File: src/rtl/core/srdc_pkg.sv
// Package for the stepper ramp and direction controller: state and opcode
// codes, register indexes, reset values and the structs shared by the modules.
`default_nettype none

package srdc_pkg;

    localparam int FREQ_BITS_DEF = 24;   // internal frequency register width
    localparam int FREQ_PORT_W   = 24;   // frequency width at the ports
    localparam int VALUE_W       = 24;
    localparam int CFG_DATA_W    = 16;
    localparam int CFG_IDX_W     = 2;

    localparam logic [7:0]  INTERVAL_RST = 8'd10;
    localparam logic [15:0] STEP_RST     = 16'd100;
    localparam logic [15:0] HOLD_RST     = 16'd1000;
    localparam int          FREQ_RST     = 10000;
    localparam logic [6:0]  DUTY_RST     = 7'd50;
    localparam logic [7:0]  DUTY_MAX     = 8'd100;

    typedef enum logic [2:0] {
        ST_IDLE   = 3'd0,
        ST_START  = 3'd1,
        ST_RUN    = 3'd2,
        ST_STOP   = 3'd3,
        ST_RAMP   = 3'd4,
        ST_DIRCHG = 3'd5,
        ST_AUTO   = 3'd6
    } t_seq_state;

    typedef enum logic [3:0] {
        OP_NONE     = 4'd0,
        OP_START    = 4'd1,
        OP_STOP     = 4'd2,
        OP_FORWARD  = 4'd3,
        OP_REVERSE  = 4'd4,
        OP_SET_FREQ = 4'd5,
        OP_SET_DUTY = 4'd6,
        OP_AUTO_ON  = 4'd7,
        OP_AUTO_OFF = 4'd8,
        OP_MARK     = 4'd9
    } t_opcode;

    typedef enum logic [CFG_IDX_W-1:0] {
        CFG_RAMP_INTERVAL = 2'd0,
        CFG_RAMP_STEP     = 2'd1,
        CFG_RELAY_HOLD    = 2'd2
    } t_cfg_index;

    typedef struct packed {
        logic [7:0]  ramp_interval;
        logic [15:0] ramp_step;
        logic [15:0] relay_hold;
    } t_cfg;

    typedef struct packed {
        logic [FREQ_PORT_W-1:0] current_freq;
        logic                   direction;
        logic                   drive_enable;
        logic [6:0]             duty_percent;
        logic                   relay_on;
        t_seq_state             motor_state;
        logic                   event_taken;
        logic                   duty_error;
    } t_result;

endpackage

`default_nettype wire

File: src/rtl/core/stepper_ramp_direction_controller_unit.sv
// Stepper ramp and direction controller: input register, sequencer and result
// register with valid/ready handshake. Depends on srdc_pkg and srdc_seq.
//
// Usage:
//   Input channel (i_in_valid/o_in_ready) carries one command event
//   (i_opcode, i_value) and an optional millisecond tick (i_ms_tick).
//   Output channel (o_out_valid/i_out_ready) returns one result transaction
//   per input transaction: frequency, direction, enable, duty, relay, state
//   and the command status flags, all after the item has been applied.
//   Configuration channel (i_cfg_valid/o_cfg_ready) writes ramp interval,
//   ramp step and relay hold by index; write only while the block is idle.
//   Path: an accepted item is held in the input register, then moves to
//   the result register. Throughput: one item per cycle while results are
//   taken; the sequencer updates its state in the same cycle as the item
//   moves from the input register to the result register.
//   Reset: sequencer in the stop state, frequency 0, targets 10000 Hz,
//   duty 50 %, relay off, registers at their reset values; no clearing pass.
//   Stall: while the result register is full and not taken, the input
//   register holds one more item; o_in_ready drops only when both are full.
`default_nettype none

module stepper_ramp_direction_controller_unit #(
    parameter int FREQ_BITS = srdc_pkg::FREQ_BITS_DEF
) (
    input  wire logic                                i_clk,
    input  wire logic                                i_rst_n,
    input  wire logic                                i_in_valid,
    output logic                                     o_in_ready,
    input  wire logic [3:0]                          i_opcode,
    input  wire logic [srdc_pkg::VALUE_W-1:0]        i_value,
    input  wire logic                                i_ms_tick,
    output logic                                     o_out_valid,
    input  wire logic                                i_out_ready,
    output logic [srdc_pkg::FREQ_PORT_W-1:0]         o_current_freq,
    output logic                                     o_direction,
    output logic                                     o_drive_enable,
    output logic [6:0]                               o_duty_percent,
    output logic                                     o_relay_on,
    output logic [2:0]                               o_motor_state,
    output logic                                     o_event_taken,
    output logic                                     o_duty_error,
    input  wire logic                                i_cfg_valid,
    output logic                                     o_cfg_ready,
    input  wire logic [srdc_pkg::CFG_IDX_W-1:0]      i_cfg_index,
    input  wire logic [srdc_pkg::CFG_DATA_W-1:0]     i_cfg_data
);
    import srdc_pkg::*;

    t_cfg                r_cfg;
    logic                r_s1_valid;
    logic [3:0]          r_s1_opcode;
    logic [VALUE_W-1:0]  r_s1_value;
    logic                r_s1_tick;
    logic                r_out_valid;
    t_result             r_out;
    t_result             seq_result;
    logic                advance;
    logic                in_fire;

    assign o_cfg_ready = 1'b1;

    always_ff @(posedge i_clk) begin
        if (!i_rst_n) begin
            r_cfg.ramp_interval <= INTERVAL_RST;
            r_cfg.ramp_step     <= STEP_RST;
            r_cfg.relay_hold    <= HOLD_RST;
        end else if (i_cfg_valid) begin
            unique case (i_cfg_index)
                CFG_RAMP_INTERVAL: r_cfg.ramp_interval <= i_cfg_data[7:0];
                CFG_RAMP_STEP:     r_cfg.ramp_step     <= i_cfg_data;
                CFG_RELAY_HOLD:    r_cfg.relay_hold    <= i_cfg_data;
                default: begin
                end
            endcase
        end
    end

    // move the held item into the result register when that slot frees up
    assign advance    = r_s1_valid && (!r_out_valid || i_out_ready);
    assign o_in_ready = !r_s1_valid || advance;
    assign in_fire    = i_in_valid && o_in_ready;

    always_ff @(posedge i_clk) begin
        if (!i_rst_n) begin
            r_s1_valid <= 1'b0;
        end else if (in_fire) begin
            r_s1_valid <= 1'b1;
        end else if (advance) begin
            r_s1_valid <= 1'b0;
        end
    end

    always_ff @(posedge i_clk) begin
        if (in_fire) begin
            r_s1_opcode <= i_opcode;
            r_s1_value  <= i_value;
            r_s1_tick   <= i_ms_tick;
        end
    end

    srdc_seq #(
        .FREQ_BITS(FREQ_BITS)
    ) u_seq (
        .i_clk    (i_clk),
        .i_rst_n  (i_rst_n),
        .i_advance(advance),
        .i_opcode (r_s1_opcode),
        .i_value  (r_s1_value),
        .i_ms_tick(r_s1_tick),
        .i_cfg    (r_cfg),
        .o_result (seq_result)
    );

    always_ff @(posedge i_clk) begin
        if (!i_rst_n) begin
            r_out_valid <= 1'b0;
        end else if (advance) begin
            r_out_valid <= 1'b1;
        end else if (i_out_ready) begin
            r_out_valid <= 1'b0;
        end
    end

    always_ff @(posedge i_clk) begin
        if (advance) begin
            r_out <= seq_result;
        end
    end

    assign o_out_valid    = r_out_valid;
    assign o_current_freq = r_out.current_freq;
    assign o_direction    = r_out.direction;
    assign o_drive_enable = r_out.drive_enable;
    assign o_duty_percent = r_out.duty_percent;
    assign o_relay_on     = r_out.relay_on;
    assign o_motor_state  = r_out.motor_state;
    assign o_event_taken  = r_out.event_taken;
    assign o_duty_error   = r_out.duty_error;

endmodule

`default_nettype wire

File: src/rtl/core/srdc_ramp.sv
// Linear ramp step: moves the frequency one step toward its target once the
// ramp interval has elapsed, snapping to the target once near it. Uses srdc_pkg.
`default_nettype none

module srdc_ramp #(
    parameter int FREQ_BITS = srdc_pkg::FREQ_BITS_DEF
) (
    input  wire logic                 i_en,
    input  wire logic [FREQ_BITS-1:0] i_freq_now,
    input  wire logic [FREQ_BITS-1:0] i_freq_target,
    input  wire logic [7:0]           i_elapsed,
    input  wire logic [7:0]           i_interval,
    input  wire logic [15:0]          i_step,
    output logic      [FREQ_BITS-1:0] o_freq_next,
    output logic      [7:0]           o_elapsed_next
);
    import srdc_pkg::*;

    localparam int GW = FREQ_BITS + 1;

    logic          fire;
    logic [GW-1:0] gap_up;
    logic [GW-1:0] gap_dn;
    logic [GW-1:0] step_w;

    assign fire   = i_en && (i_elapsed >= i_interval);
    assign step_w = GW'(i_step);
    assign gap_up = {1'b0, i_freq_target} - {1'b0, i_freq_now};
    assign gap_dn = {1'b0, i_freq_now} - {1'b0, i_freq_target};

    always_comb begin
        o_freq_next    = i_freq_now;
        o_elapsed_next = i_elapsed;
        if (fire) begin
            o_elapsed_next = '0;
            if (i_freq_target > i_freq_now) begin
                // snap when less than two steps remain
                if (gap_up < (step_w << 1)) begin
                    o_freq_next = i_freq_target;
                end else begin
                    o_freq_next = i_freq_now + FREQ_BITS'(i_step);
                end
            end else if (i_freq_target < i_freq_now) begin
                if (gap_dn > step_w) begin
                    o_freq_next = i_freq_now - FREQ_BITS'(i_step);
                end else begin
                    o_freq_next = i_freq_target;
                end
            end
        end
    end

endmodule

`default_nettype wire

File: src/rtl/core/srdc_seq.sv
// Motor sequencer: command gate, seven-state sequence, relay timer and the
// state registers. Depends on srdc_pkg and srdc_ramp.
`default_nettype none

module srdc_seq #(
    parameter int FREQ_BITS = srdc_pkg::FREQ_BITS_DEF
) (
    input  wire logic                            i_clk,
    input  wire logic                            i_rst_n,
    input  wire logic                            i_advance,
    input  wire logic [3:0]                      i_opcode,
    input  wire logic [srdc_pkg::VALUE_W-1:0]    i_value,
    input  wire logic                            i_ms_tick,
    input  wire srdc_pkg::t_cfg                  i_cfg,
    output srdc_pkg::t_result                    o_result
);
    import srdc_pkg::*;

    t_seq_state           r_state,       n_state;
    logic [FREQ_BITS-1:0] r_freq_now,    n_freq_now;
    logic [FREQ_BITS-1:0] r_freq_target, n_freq_target;
    logic [FREQ_BITS-1:0] r_freq_req,    n_freq_req;
    logic                 r_dir_now,     n_dir_now;
    logic                 r_dir_target,  n_dir_target;
    logic                 r_dir_next,    n_dir_next;
    logic [6:0]           r_duty,        n_duty;
    logic                 r_enable,      n_enable;
    logic                 r_auto,        n_auto;
    logic [7:0]           r_ramp_el,     n_ramp_el;
    logic                 r_relay,       n_relay;
    logic [15:0]          r_relay_el,    n_relay_el;

    // values after the tick and the command, before the sequence step
    t_seq_state           c_state;
    logic [FREQ_BITS-1:0] c_target;
    logic [FREQ_BITS-1:0] c_req;
    logic                 c_dir_target;
    logic                 c_dir_next;
    logic [6:0]           c_duty;
    logic                 c_auto;
    logic                 c_relay;
    logic [15:0]          c_relay_el;
    logic [7:0]           c_ramp_el;
    logic                 taken;
    logic                 duty_err;
    logic                 bare_ok;

    logic                 ramp_en;
    logic [FREQ_BITS-1:0] ramp_target;
    logic [FREQ_BITS-1:0] ramp_freq;
    logic [7:0]           ramp_el;

    assign bare_ok = (i_value == '0);

    always_comb begin
        c_ramp_el    = r_ramp_el;
        c_relay_el   = r_relay_el;
        c_state      = r_state;
        c_target     = r_freq_target;
        c_req        = r_freq_req;
        c_dir_target = r_dir_target;
        c_dir_next   = r_dir_next;
        c_duty       = r_duty;
        c_auto       = r_auto;
        c_relay      = r_relay;
        taken        = 1'b0;
        duty_err     = 1'b0;

        // saturating millisecond counters
        if (i_ms_tick) begin
            if (r_ramp_el != 8'hFF) begin
                c_ramp_el = r_ramp_el + 8'd1;
            end
            if (r_relay && (r_relay_el != 16'hFFFF)) begin
                c_relay_el = r_relay_el + 16'd1;
            end
        end

        if ((r_state == ST_IDLE) || (r_state == ST_AUTO)) begin
            case (i_opcode)
                OP_START: begin
                    if (bare_ok) begin
                        taken = 1'b1;
                        if ((r_state == ST_AUTO) && (r_dir_now != r_dir_next)) begin
                            c_state = ST_RAMP;
                        end else begin
                            c_state = ST_START;
                        end
                    end
                end
                OP_STOP: begin
                    if (bare_ok) begin
                        taken = 1'b1;
                        if (r_state != ST_AUTO) begin
                            c_state = ST_STOP;
                        end
                    end
                end
                OP_FORWARD, OP_REVERSE: begin
                    if (bare_ok) begin
                        taken = 1'b1;
                        if (r_auto) begin
                            c_dir_next = (i_opcode == OP_FORWARD);
                            c_state    = ST_AUTO;
                        end else begin
                            c_dir_target = (i_opcode == OP_FORWARD);
                            c_state      = ST_DIRCHG;
                        end
                    end
                end
                OP_SET_FREQ: begin
                    taken    = 1'b1;
                    c_req    = FREQ_BITS'(i_value);
                    c_target = FREQ_BITS'(i_value);
                end
                OP_SET_DUTY: begin
                    taken = 1'b1;
                    if (i_value[7:0] > DUTY_MAX) begin
                        duty_err = 1'b1;
                    end else begin
                        c_duty = i_value[6:0];
                    end
                end
                OP_AUTO_ON: begin
                    if (bare_ok) begin
                        taken  = 1'b1;
                        c_auto = 1'b1;
                    end
                end
                OP_AUTO_OFF: begin
                    if (bare_ok) begin
                        taken  = 1'b1;
                        c_auto = 1'b0;
                    end
                end
                OP_MARK: begin
                    if (bare_ok) begin
                        taken      = 1'b1;
                        c_relay    = 1'b1;
                        c_relay_el = '0;
                    end
                end
                default: begin
                end
            endcase
        end
    end

    // stop and direction change ramp toward zero
    assign ramp_en     = (c_state == ST_RUN) || (c_state == ST_STOP) || (c_state == ST_DIRCHG);
    assign ramp_target = ((c_state == ST_STOP) || (c_state == ST_DIRCHG)) ? '0 : c_target;

    srdc_ramp #(
        .FREQ_BITS(FREQ_BITS)
    ) u_ramp (
        .i_en          (ramp_en),
        .i_freq_now    (r_freq_now),
        .i_freq_target (ramp_target),
        .i_elapsed     (c_ramp_el),
        .i_interval    (i_cfg.ramp_interval),
        .i_step        (i_cfg.ramp_step),
        .o_freq_next   (ramp_freq),
        .o_elapsed_next(ramp_el)
    );

    always_comb begin
        n_state       = c_state;
        n_freq_now    = ramp_freq;
        n_freq_target = c_target;
        n_freq_req    = c_req;
        n_dir_now     = r_dir_now;
        n_dir_target  = c_dir_target;
        n_dir_next    = c_dir_next;
        n_duty        = c_duty;
        n_enable      = r_enable;
        n_auto        = c_auto;
        n_ramp_el     = ramp_el;
        n_relay       = c_relay;
        n_relay_el    = c_relay_el;

        unique case (c_state)
            ST_START: begin
                n_freq_target = c_req;
                n_enable      = 1'b1;
                n_state       = ST_RUN;
            end
            ST_RUN: begin
                if (ramp_freq == c_target) begin
                    n_state = ST_IDLE;
                end
            end
            ST_STOP: begin
                n_freq_target = '0;
                if (ramp_freq == '0) begin
                    n_enable = 1'b0;
                    n_state  = ST_IDLE;
                end
            end
            ST_DIRCHG: begin
                n_freq_target = '0;
                if (ramp_freq == '0) begin
                    n_dir_now = c_dir_target;
                    if (c_auto) begin
                        n_state = ST_START;
                    end else begin
                        n_enable = 1'b0;
                        n_state  = ST_IDLE;
                    end
                end
            end
            ST_RAMP: begin
                n_dir_target = c_dir_next;
                n_state      = ST_DIRCHG;
            end
            default: begin
            end
        endcase

        // release the relay once the hold time is exceeded
        if (c_relay && (c_relay_el > i_cfg.relay_hold)) begin
            n_relay = 1'b0;
        end
    end

    always_ff @(posedge i_clk) begin
        if (!i_rst_n) begin
            r_state       <= ST_STOP;
            r_freq_now    <= '0;
            r_freq_target <= FREQ_BITS'(FREQ_RST);
            r_freq_req    <= FREQ_BITS'(FREQ_RST);
            r_dir_now     <= 1'b0;
            r_dir_target  <= 1'b0;
            r_dir_next    <= 1'b0;
            r_duty        <= DUTY_RST;
            r_enable      <= 1'b0;
            r_auto        <= 1'b0;
            r_ramp_el     <= '0;
            r_relay       <= 1'b0;
            r_relay_el    <= '0;
        end else if (i_advance) begin
            r_state       <= n_state;
            r_freq_now    <= n_freq_now;
            r_freq_target <= n_freq_target;
            r_freq_req    <= n_freq_req;
            r_dir_now     <= n_dir_now;
            r_dir_target  <= n_dir_target;
            r_dir_next    <= n_dir_next;
            r_duty        <= n_duty;
            r_enable      <= n_enable;
            r_auto        <= n_auto;
            r_ramp_el     <= n_ramp_el;
            r_relay       <= n_relay;
            r_relay_el    <= n_relay_el;
        end
    end

    always_comb begin
        o_result.current_freq = FREQ_PORT_W'(n_freq_now);
        o_result.direction    = n_dir_now;
        o_result.drive_enable = n_enable;
        o_result.duty_percent = n_duty;
        o_result.relay_on     = n_relay;
        o_result.motor_state  = n_state;
        o_result.event_taken  = taken;
        o_result.duty_error   = duty_err;
    end

endmodule

`default_nettype wire

File: config.mk
export PLATFORM = sky130hd
export DESIGN_NAME = stepper_ramp_direction_controller_unit
export DESIGN_NICKNAME = d
export VERILOG_FILES = /design/src/rtl/core/srdc_pkg.sv /design/src/rtl/core/stepper_ramp_direction_controller_unit.sv /design/src/rtl/core/srdc_ramp.sv /design/src/rtl/core/srdc_seq.sv
export SDC_FILE = /design/constraint.sdc
export NUM_CORES = 1
export LEC_CHECK = 0
export BUFFER_PORTS_ARGS = -buffer_cell sky130_fd_sc_hd__buf_4
export CAP_MARGIN = 20
export CORE_MARGIN = 3
export CORE_UTILIZATION = 40
export CTS_CLUSTER_SIZE = 16
export DETAILED_ROUTE_END_ITERATION = 7
export GPL_ROUTABILITY_DRIVEN = 1
export GPL_TIMING_DRIVEN = 0
export SLEW_MARGIN = 10
export SYNTH_ARGS = -nofsm -noshare
export SYNTH_HDL_FRONTEND = slang
export SYNTH_SLANG_ARGS = --single-unit
File: constraint.sdc
create_clock -name i_clk -period 11.1 [get_ports i_clk]
set_input_delay 1.665 -clock i_clk [delete_from_list [all_inputs] [get_ports i_clk]]
set_output_delay 1.665 -clock i_clk [all_outputs]
set_load 0.1 [all_outputs]
-- After elaboration in Yosys (flattened, before gate mapping)
Index checks and enable logic that the tools add are counted.
W data, S select, Z words.
- multiplexer cells: 65
- $lt $le $gt $ge: 7
- equality and inequality tests: 22
- reductions and logical operators: 28
- add/subtract/negate cells: 6
- operator list (operator ; number):
    $mux W24 ; 10
    $mux W16 ; 5
    $sub A24 B24 Y25 ; 2
    $logic_not A24 Y1 ; 2
    $pmux W24 S2 ; 1
    $mux W1 ; 28
    $mux W3 ; 9
    $gt A25 B16 Y1 ; 1
    $lt A25 B17 Y1 ; 1
    $add A24 B16 Y24 ; 1
    $eq A24 B24 Y1 ; 1
    $gt A24 B24 Y1 ; 1
    $lt A24 B24 Y1 ; 1
    $mux W8 ; 3
    $sub A24 B16 Y24 ; 1
    $mux W7 ; 3
    $add A16 B1 Y16 const B ; 1
    $eq A4 B3 Y1 const B ; 4
    $gt A16 B16 Y1 ; 1
    $ne A16 B16 Y1 const B ; 1
    $pmux W3 S5 ; 1
    $eq A3 B3 Y1 const B ; 3
    $pmux W3 S3 ; 1
    $add A8 B1 Y8 const B ; 1
    other kinds (24) ; 45
- logic and storage cells: 157
- register bits after elaboration: 222
- output and inout port bits: 42

-- Logic depth before layout (Yosys ltp)
- depth in word-level cells: 18
- mapped depth: 36

-- Cells and area by module
From an unflattened synthesis, not the netlist that was laid out.
- cells, all modules: 2146
- area total of the unflattened synthesis: 17531.8 um^2
- modules (own cells, without submodules) (module ; area an instance (um^2) ; cells an instance ; times used ; seq. area each (um^2)):
    srdc_seq ; 7114.3 ; 919 ; 1 ; 2242.2
    srdc_ramp ; 6671.4 ; 985 ; 1 ; 0.0
    stepper_ramp_direction_controller_unit ; 3746.1 ; 242 ; 1 ; 2882.8

-- Worst setup path after synthesis
OpenSTA, ideal clock, no wires.
- path type: register to register
- start point: reg r_s1_value[2]
- end point: reg r_out (netlist bit o_motor_state[0]), data pin
- data required time: 10845 ps
- setup time: 255 ps
- stages on the path, launching flop included: 36
- clock period less this slack: 7466 ps
- arrival time: 7211 ps
- setup slack: 3634 ps
- path through: edfxtp_1 nor4_1 nand4_1 or2_1 buf_6 o32a_1 buf_6 xnor2_1 nor2_2 or2_2 inv_1 ha_1 inv_1 fa_1 a21o_1 a221oi_4 o21ai_2 a21oi_1 xnor2_1 ha_1 a21o_1 a21oi_1 mux2_2 a31o_2 o211ai_1 a311oi_1 nand3_4 buf_4 mux2i_1 a211oi_4 o211ai_1 nor4b_2 nand4_2 nor3_2 nand3_1 and2_1
- RTL lines (item ; line ; RTL):
    start: declaration ; stepper_ramp_direction_controller_unit.sv:52 ; logic [VALUE_W-1:0] r_s1_value;
    start signal: assignment ; stepper_ramp_direction_controller_unit.sv:96 ; r_s1_value <= i_value;
    end signal: assignment ; stepper_ramp_direction_controller_unit.sv:126 ; r_out <= seq_result;
    end: declaration ; stepper_ramp_direction_controller_unit.sv:55 ; t_result r_out;

==> results.tsv <==
metric	value	unit
1st-iter DRT viols	1828	
CTS Buffer Depth	3	
CTS tree	done	
Worst setup EP type	register	
core region area	0.0424	mm2
clk_skew	0.0167	ns
Clk Tree Root Cell	clkbuf_16	
Core Rows	75	
slowest cell on the critical path	a221oi_1	
grt ovf	0	
DRC	0	
Top FF cell, synth	dfxtp_1	
Setup-failing EPs final	0	
Max IR drop VDD	101	uV
Final TNS setup	0	ns
Setup CP Type	reg -> reg	
Syn. warnings	0	
Sink Count	222	
PortBufs	91	
final worst setup slack	0.407	ns
setup bufs post-CTS	0	
post-CTS sizing	0	
Die Area	0.0459	mm2
pwr dens	129	mW/mm2
Post-synth EDFFs	68	
Critical Path RT	11.32	ns
simple-gate share of the synthesized area	22.0	%
Die Y	214	um
layout cells sized above 1	10.2	%
ranking of synthesized cells by instance count	nand2_1 (311), a21oi_1 (223), nor2_1 (196)	
Synth area leaders	dfxtp_1 (18%), edfxtp_1 (12%), ha_1 (9.9%)	
Worst Path Max Fanout	10	
number of global-route vias before repair	16800	
Area growth, synth to finish	13.0	%
final slew viol count	0	
DR vias	17400	
Final period util	96.3	%
Detailed Route WL	68.3	mm
Syn Inst Count	2191	
CTS Buf Count	24	
Min-Delay Path Class	reg -> reg	
CP Data Arrival Time	10.92	ns
Final #Nets	2504	
R2R setup slack	0.41	ns
first-pass GRT wire length	103	mm
Async S/R FF share, synth	0	%
Yosys cell types	105	
GRT Total Usage	28.4	%
sequential element share of the synthesized area	29.5	%
largest net degree at the start of global routing	49	
via-per-instance ratio	5.98	
max-cap violations	0	
Seq cells post-synth	222	
Top cell by count, worst path	nand4_1	
critical path startpoint category	register	
Leak Pwr	7.70	nW
Place WS	0.346	ns
WL per Instance	23.5	um
Final Util	46.3	%
Final Hold Viols	0	
diodes inserted	0	
Final ANT Viol Nets	0	
hold_ws	0.456	ns
Worst Max-Slew Pin Slew	1.10	ns
Synth top area share	17.8	%
largest family of logic cells by synthesized area	compound AO/OA/AOI/OAI gates	
Synth Area in Compound Gates	23.3	%
fin crit period	10.69	ns
outcome	completed	
clock latency on the worst-skew pair	0.54	ns
die width	214	um
cell with the most instances after synthesis	nand2_1	
clock-pin slew on the worst setup and hold paths	0.06	ns
Slew headroom	26.5	%
Synth Area per Inst	7.92	um2
htree depth	1	
Synth Area in XOR/XNOR	4.59	%
RSZ-0062 raised after global routing	no	
max frequency	0.0935	GHz
largest stage delay on the critical path	0.86	ns
routability cong.	0.988	
adder-cell share of the synthesized area	10.3	%
CTS Hold Bufs	0	
initial antenna violation count	0	
Mapped Area	0.0174	mm2
io pins	94	
multiplexer fraction of the synthesized cell area	4.14	%
first-pass iteration count of the detailed router	6	
Yosys top cell by area	dfxtp_1	
Starting Density	40.9	%
dpl hpwl	53.7	mm
Mapped Nets	2384	
-- report_power, final --
group | total, mW | internal [mW] | switching (mW)
Combinational | 0.795 | 0.269 | 0.526
Sequential | 0.897 | 0.867 | 0.0299
Clock | 0.837 | 0.498 | 0.339
-- sequential cells by signal (all words and copies together), names as in the netlist, 8 cells and up --
name / cells
u_seq.r_freq_target: 24
u_seq.r_freq_req: 24
u_seq.r_ramp_el: 8
u_seq.r_freq_now: 24
r_s1_value: 24
u_seq.r_relay_el: 16
o_current_freq: 24
r_cfg: 40
-- per-layer routing --
layer | track usage, % | wire length [um] | share of wire, %
met3 | 2.48 | 4170 | 6.1
met1 | 37.7 | 29600 | 43
met5 | 0 | 0 | 0
met2 | 47.4 | 31200 | 46
met4 | 12.1 | 3340 | 4.9
-- stage by stage --
step / instances / area (um2) / power (mW)
CTS: 2906 / 19600 / 2.52
finish: 2906 / 19600 / 2.53
global route: 2906 / 19600 / 2.64
floorplan: 2191 / 17400 / 1.45
global placement: 2859 / 18800 / 1.68
detailed placement: 2862 / 18800 / 1.69
-- worst max-delay path: cells and delay by family, from the launching register on --
kind	cells	cell delay, ns
simple gates	13	4.22
compound gates	9	3.52
buf+inv	5	0.85
fa+ha+maj	2	0.61
flops	1	0.48
mux	2	0.40
xor+xnor	2	0.25
-- cells by family (layout without fill, tap and decap cells) --
kind of cell,after synthesis,after routing
buffers and inverters,253,391
muxes,70,70
DFF,222,222
and+or+nand+nor,808,808
other,1,1
AOI/OAI and AO/OA,605,605
adders and majority gates,141,141
xor gates and xnor gates,91,91
-- layout by cell type, fill, tap and decap left out, types with 14 or more instances in the layout --
cell type / Yosys / final
nand2_1: 311 / 311
a21oi_1: 223 / 223
nor2_1: 196 / 196
dfxtp_1: 154 / 154
ha_1: 137 / 137
inv_1: 124 / 124
buf_4: 13 / 105
clkbuf_1: 81 / 86
o21ai_0: 84 / 84
edfxtp_1: 68 / 68
nand3_1: 67 / 67
xnor2_1: 61 / 61
mux2i_1: 56 / 56
nor3_1: 49 / 49
a21o_1: 33 / 33
a221oi_1: 34 / 33
xor2_1: 30 / 30
nand4_1: 30 / 30
a211oi_1: 27 / 27
clkbuf_16: 0 / 25
o211ai_1: 23 / 23
buf_2: 21 / 22
nor2b_1: 21 / 21
nor4_1: 19 / 19
nand2b_1: 17 / 17
o21a_1: 17 / 17
a22oi_1: 17 / 17
mux2_2: 14 / 14
and3_1: 14 / 14
-- worst paths after layout --
kind / startpoint / end / cells after the start
max reg2reg: r_s1_value[16] / o_drive_enable / 33
min reg2reg: u_seq.r_freq_req[18] / u_seq.r_freq_req[18] / 2
max: r_s1_value[16] / o_drive_enable / 33
min: u_seq.r_freq_req[18] / u_seq.r_freq_req[18] / 2
-- final cells by class --
type / instances / area, um2
inverters: 125 / 469
flip-flops and latches: 222 / 5120
well taps: 577 / 722
fillers: 4310 / 22800
clock buffers: 34 / 681
repair buffers: 94 / 711
multi-input cells: 1716 / 11200
plain buffers: 128 / 589
clock inverters: 10 / 135
(Power assumes the default switching activity.)
